### config.mk
export PLATFORM = sky130hd
export DESIGN_NAME = pspr_ctrl
export DESIGN_NICKNAME = d
export VERILOG_FILES = /design/src/pspr_pkg.sv /design/src/pspr_ctrl.sv
export SDC_FILE = /design/constraint.sdc
export NUM_CORES = 1
export LEC_CHECK = 0
export BUFFER_PORTS_ARGS = -buffer_cell sky130_fd_sc_hd__buf_2
export CAP_MARGIN = 20
export CELL_PAD_IN_SITES_DETAIL_PLACEMENT = 1
export CELL_PAD_IN_SITES_GLOBAL_PLACEMENT = 2
export CORE_UTILIZATION = 25
export CTS_CLUSTER_DIAMETER = 50
export DETAILED_ROUTE_END_ITERATION = 10
export HOLD_SLACK_MARGIN = 0.05
export PLACE_DENSITY_LB_ADDON = 0.1
export SYNTH_ARGS = -nofsm -noshare
export SYNTH_HDL_FRONTEND = slang
export SYNTH_SLANG_ARGS = --single-unit
### constraint.sdc
create_clock -name clock -period 4.3 [get_ports clock]
set_input_delay 0.43 -clock clock [delete_from_list [all_inputs] [get_ports clock]]
set_output_delay 0.43 -clock clock [all_outputs]
set_load 0.005 [all_outputs]
### src/pspr_pkg.sv
// Shared constants, codes and control types for the path slot pool.
`timescale 1ns / 1ps
package pspr_pkg;

   localparam int POOL_SLOTS     = 256;
   localparam int SLOT_W         = $clog2(POOL_SLOTS);
   localparam int TILES_PER_SLOT = 64;
   localparam int TIDX_W         = $clog2(TILES_PER_SLOT);
   localparam int LEN_W          = $clog2(TILES_PER_SLOT + 1);
   localparam int TADDR_W        = SLOT_W + TIDX_W;
   localparam int OWNERS         = 256;
   localparam int OWN_W          = $clog2(OWNERS);
   localparam int RING_DEPTH     = 4;
   localparam int RIDX_W         = $clog2(RING_DEPTH);
   localparam int RCNT_W         = $clog2(RING_DEPTH + 1);
   localparam int RADDR_W        = OWN_W + RIDX_W;
   localparam int META_W         = RIDX_W + RCNT_W;
   localparam int GRP_SIZE       = 16;
   localparam int GRP_W          = $clog2(GRP_SIZE);
   localparam int GRPS           = POOL_SLOTS / GRP_SIZE;
   localparam int GSEL_W         = $clog2(GRPS);
   localparam int OP_W           = 4;
   localparam int VAL_W          = 16;
   localparam int REQ_DATA_W     = 56;
   localparam int RSP_DATA_W     = 32;

   typedef enum logic [OP_W-1:0] {
      OP_CLEAR      = 4'd0,
      OP_ACQUIRE    = 4'd1,
      OP_RELEASE    = 4'd2,
      OP_CLR_TILES  = 4'd3,
      OP_APPEND     = 4'd4,
      OP_READ_TILES = 4'd5,
      OP_READ_KIND  = 4'd6,
      OP_DUPLICATE  = 4'd7,
      OP_PUSH       = 4'd8,
      OP_PATH_AT    = 4'd9,
      OP_OWN_CLEAR  = 4'd10
   } op_type;

   typedef enum logic [17:0] {
      S_IDLE     = 18'h00001,
      S_LOOK     = 18'h00002,
      S_DEC      = 18'h00004,
      S_FIND     = 18'h00008,
      S_APP_RD   = 18'h00010,
      S_APP_CHK  = 18'h00020,
      S_RD_ADDR  = 18'h00040,
      S_RD_OUT   = 18'h00080,
      S_CP_RD    = 18'h00100,
      S_CP_WR    = 18'h00200,
      S_PUSH_RD  = 18'h00400,
      S_PUSH_WR  = 18'h00800,
      S_PA_RD    = 18'h01000,
      S_PA_LEN   = 18'h02000,
      S_PA_CNT   = 18'h04000,
      S_CLR_RD   = 18'h08000,
      S_CLR_FREE = 18'h10000,
      S_CLR_END  = 18'h20000
   } state_type;

   typedef struct packed {
      logic      take;
      logic      emit_final;
      state_type st;
   } dp_cmd_type;

   typedef struct packed {
      op_type op;
      logic   live;
      logic   len_nz;
      logic   own_ok;
      logic   id_nz;
      logic   ring_full;
      logic   ri_ok;
      logic   cnt_nz;
      logic   found;
      logic   last_tile;
      logic   last_ring;
      logic   rsp_free;
   } dp_sts_type;

endpackage

### src/pspr_ctrl.sv
// Command sequencer for the path slot pool.
`timescale 1ns / 1ps
module pspr_ctrl
   import pspr_pkg::*;
(
   input  logic       clock,
   input  logic       reset,
   input  logic       req_tvalid,
   output logic       req_tready,
   input  dp_sts_type sts,
   output dp_cmd_type cmd
);

   state_type state_ff, state_in;
   logic      emit_final_ff, emit_final_in;

   always_comb begin
      state_in      = state_ff;
      emit_final_in = emit_final_ff;
      unique case (state_ff)
         S_IDLE: begin
            emit_final_in = 1'b0;
            if (req_tvalid && !emit_final_ff) state_in = S_LOOK;
         end
         S_LOOK:    state_in = S_DEC;
         S_DEC: begin
            state_in      = S_IDLE;
            emit_final_in = 1'b1;
            case (sts.op)
               OP_ACQUIRE: begin
                  state_in      = S_FIND;
                  emit_final_in = 1'b0;
               end
               OP_APPEND: if (sts.live) begin
                  state_in      = S_APP_RD;
                  emit_final_in = 1'b0;
               end
               OP_READ_TILES: if (sts.live && sts.len_nz) begin
                  state_in      = S_RD_ADDR;
                  emit_final_in = 1'b0;
               end
               OP_DUPLICATE: if (sts.live) begin
                  state_in      = S_FIND;
                  emit_final_in = 1'b0;
               end
               OP_PUSH: if (sts.own_ok && sts.id_nz) begin
                  state_in      = sts.ring_full ? S_PUSH_RD : S_PUSH_WR;
                  emit_final_in = 1'b0;
               end
               OP_PATH_AT: if (sts.own_ok && sts.ri_ok) begin
                  state_in      = S_PA_RD;
                  emit_final_in = 1'b0;
               end
               OP_OWN_CLEAR: if (sts.own_ok) begin
                  state_in      = sts.cnt_nz ? S_CLR_RD : S_CLR_END;
                  emit_final_in = 1'b0;
               end
               default: ;
            endcase
         end
         S_FIND: begin
            if (sts.op == OP_DUPLICATE && sts.found && sts.len_nz) begin
               state_in = S_CP_RD;
            end else begin
               state_in      = S_IDLE;
               emit_final_in = 1'b1;
            end
         end
         S_APP_RD:  state_in = S_APP_CHK;
         S_APP_CHK: begin
            state_in      = S_IDLE;
            emit_final_in = 1'b1;
         end
         S_RD_ADDR: state_in = S_RD_OUT;
         S_RD_OUT: if (sts.rsp_free) state_in = sts.last_tile ? S_IDLE : S_RD_ADDR;
         S_CP_RD:   state_in = S_CP_WR;
         S_CP_WR: begin
            if (sts.last_tile) begin
               state_in      = S_IDLE;
               emit_final_in = 1'b1;
            end else begin
               state_in = S_CP_RD;
            end
         end
         S_PUSH_RD: state_in = S_PUSH_WR;
         S_PUSH_WR: begin
            state_in      = S_IDLE;
            emit_final_in = 1'b1;
         end
         S_PA_RD:   state_in = S_PA_LEN;
         S_PA_LEN:  state_in = S_PA_CNT;
         S_PA_CNT: begin
            state_in      = S_IDLE;
            emit_final_in = 1'b1;
         end
         S_CLR_RD:  state_in = S_CLR_FREE;
         S_CLR_FREE: state_in = sts.last_ring ? S_CLR_END : S_CLR_RD;
         S_CLR_END: begin
            state_in      = S_IDLE;
            emit_final_in = 1'b1;
         end
         default:   state_in = S_IDLE;
      endcase
      if (emit_final_ff && !sts.rsp_free) begin
         state_in      = state_ff;
         emit_final_in = 1'b1;
      end
   end

   always_ff @(posedge clock) begin
      if (reset) begin
         state_ff      <= S_IDLE;
         emit_final_ff <= 1'b0;
      end else begin
         state_ff      <= state_in;
         emit_final_ff <= emit_final_in;
      end
   end

   assign req_tready     = (state_ff == S_IDLE) && !emit_final_ff;
   assign cmd.take       = req_tready && req_tvalid;
   assign cmd.emit_final = emit_final_ff;
   assign cmd.st         = emit_final_ff ? S_IDLE : state_ff;

endmodule

==> out/metrics.cfg <==
[outcome]
status = completed

[floorplanning]
initial_core_util_pct = 25.9
die-width_um = 82.8
fp-row-count = 29
core_um2 = 6310
chipHeight_um = 82.8
ios = 39
die-area_um2 = 6860

[detailed_routing]
drt_pass1_iterations = 4
drt-total-wl_um = 5490
drtAntennaViolNets = 0
vias_per_cell = 5.37
wire_per_inst_um = 16.8
drcViolationCount = 0
drtIter0Drc = 147
vias = 1751

[setup_path]
crit_type = register to register
rr_worst_depth = 6
critPathMaxFanout = 17
crit_path_end_kind = register
r2r-start = state_ff[6]
cp.arrival_ns = 3.13
crit_path_start_kind = register
reg2reg_slack_ns = 1.31
required_ns = 4.44
timing.rr.end = state_ff[13]

[cells_and_area]
drive_gt1_share_pct = 21.7
diodes = 0
fill_cells = 834
multi_input_area_um2 = 1120
utilization_pct = 29.5
regArea_um2 = 380
nNetsFinal = 268
synthToLayoutAreaGrowth_pct = 13.9
final_common_cell = buf_2
final_cell_mix = 38 x buf_2, 27 x nor2_1, 19 x dfxtp_1

[clocking]
cts_resized = 0
clock_path_buffers = 2
clk_pin_slew_ns = 0.08
cts.sinks = 19
postCtsSetupBuffers = 0
cts-htree-levels = 1
cts_hold_buf = 0
cts_tree = done
clock_latency_ns = 0.27
cts-buffers-inserted = 3
cts_root_buffer = clkbuf_8

[sta]
finalSetupTns_ns = 0
slew_violations = 0
layout_setup_ws_ns = 1.31
tightestPinTransition_ns = 0.899
maxSlewHeadroom_pct = 40.1
setup_viol_count_final = 0
max_freq_mhz = 334
fin_skew_ns = 0.00127
rsz0062_at_grt = no
holdWs_ns = 0.464
min_period_ns = 2.99
hold_violations = 0
fin_crit_sh_pct = 69.6

[grt]
grt_antenna_before_repair = 0
grt_max_degree = 26
gr-usage-all-layers_pct = 16.4
grt_remaining_overflow = 0
grt_pass1_wl_um = 9110
grt_pass1_vias = 1739

[power]
pwr-share-seq_pct = 31.8
ir_drop_uv = 156
p_switching_uw = 385
intPower_uw = 412
swShare_pct = 48.3
clkPwrFrac_pct = 16.9
pwr-share-comb_pct = 51.3
p_leak_uw = 0.000747
powerDensity_nw_per_um2 = 428

[logic_synthesis]
synth-seq-cells = 19
synth_nets = 244
ys.flop_type = dfxtp_1
ys_types = 49
synth_area_um2 = 1630
synth_edf_count = 0
ys_async_sr_fraction_pct = 0
yosys_warnings = 0
ys_seq_area_share_pct = 23.3
synth_cells = 226
post_synth.cell_area_avg_um2 = 7.23

[min_path]
hp-class = primary input to register
min_path_cells = 3
hp-start = sts[6]
min_to = state_ff[10]

[run]
maxCapViolCount = 0

[placed_design]
io_buffers = 38
dp_hpwl_um = 4000
dp_slack_ns = 1.31
place_congestion = 0.801

## worst max path at each step
stage / from / end / slack (ns) / depth (start not counted)
6_report: state_ff[6] / state_ff[13] / 1.31 / 6
5_1_grt: state_ff[6] / state_ff[13] / 1.11 / 6
4_1_cts: state_ff[6] / state_ff[13] / 1.30 / 6
3_5_place_dp: state_ff[6] / state_ff[13] / 1.31 / 6
3_3_place_gp: state_ff[17] / state_ff[13] / 1.31 / 6
2_1_floorplan: state_ff[5] / state_ff[0] / 1.93 / 9
## registers in the layout, summed over array words and instances, names as in the netlist
name           count
state_ff          18
emit_final_ff      1
## power groups by stage
stage                     sequential, uW  clock (uW)  combinational (uW)
after global placement               258           0                 412
after global routing                 262         146                 456
after CTS                            254         139                 414
final                                253         135                 409
after detailed placement             258           0                 412
after floorplan                      214           0                 346
## cell families after synthesis
family	after synthesis	share of synthesized area, %
and+or+nand+nor	130	46.5
AOI/OAI and AO/OA	45	18.5
buffers and inverters	26	8.12
DFF	19	23.3
xor gates and xnor gates	5	2.68
muxes	1	0.919
## cell usage after synthesis (5+ instances only)
cell type   n  area share [%]
nor3_1     11             3.4
nor4_1      5             1.9
nand3_1     8             2.5
nor2b_1    18             6.9
a21oi_1    14             4.3
inv_1       7             1.6
nand4_1    11             4.2
o21ai_0     7             2.1
nor2_1     27             6.2
clkbuf_1   10             2.3
dfxtp_1    19              23
nand2_1    17             3.9
## per-layer routing
layer,vias to the layer above,share of wire [%],global-route usage (%)
met5,-,0,0
met4,0,1.0,4.70
met3,4,2.4,1.49
met2,34,47,26.9
li1,877,-,-
met1,836,50,22.7
## final cells by class
| cell class | instances | area share, % |
|---|---|---|
| Clock buffer | 3 | 2.22 |
| Clock inverter | 1 | 0.269 |
| Inverter | 7 | 1.41 |
| Multi-Input combinational cell | 181 | 60.3 |
| Sequential cell | 19 | 20.4 |
| Tap cell | 77 | 5.18 |
| Timing Repair Buffer | 38 | 10.2 |
## metrics by stage
step | std cells | area, um^2 | total power, uW
5_1_grt | 326 | 1860 | 864
6_report | 326 | 1860 | 797
2_1_floorplan | 226 | 1630 | 559
4_1_cts | 326 | 1860 | 806
3_5_place_dp | 322 | 1810 | 670
3_3_place_gp | 322 | 1810 | 670
## worst max-delay path, cell delays in order (launching register included)
cell	delay, ns
dfxtp_1	0.45
or4_4	0.57
nor4_4	0.57
nand4b_2	0.23
o221ai_2	0.74
or3b_2	0.25
a21oi_1	0.05
No activity file was read; power rests on OpenSTA's default activity.
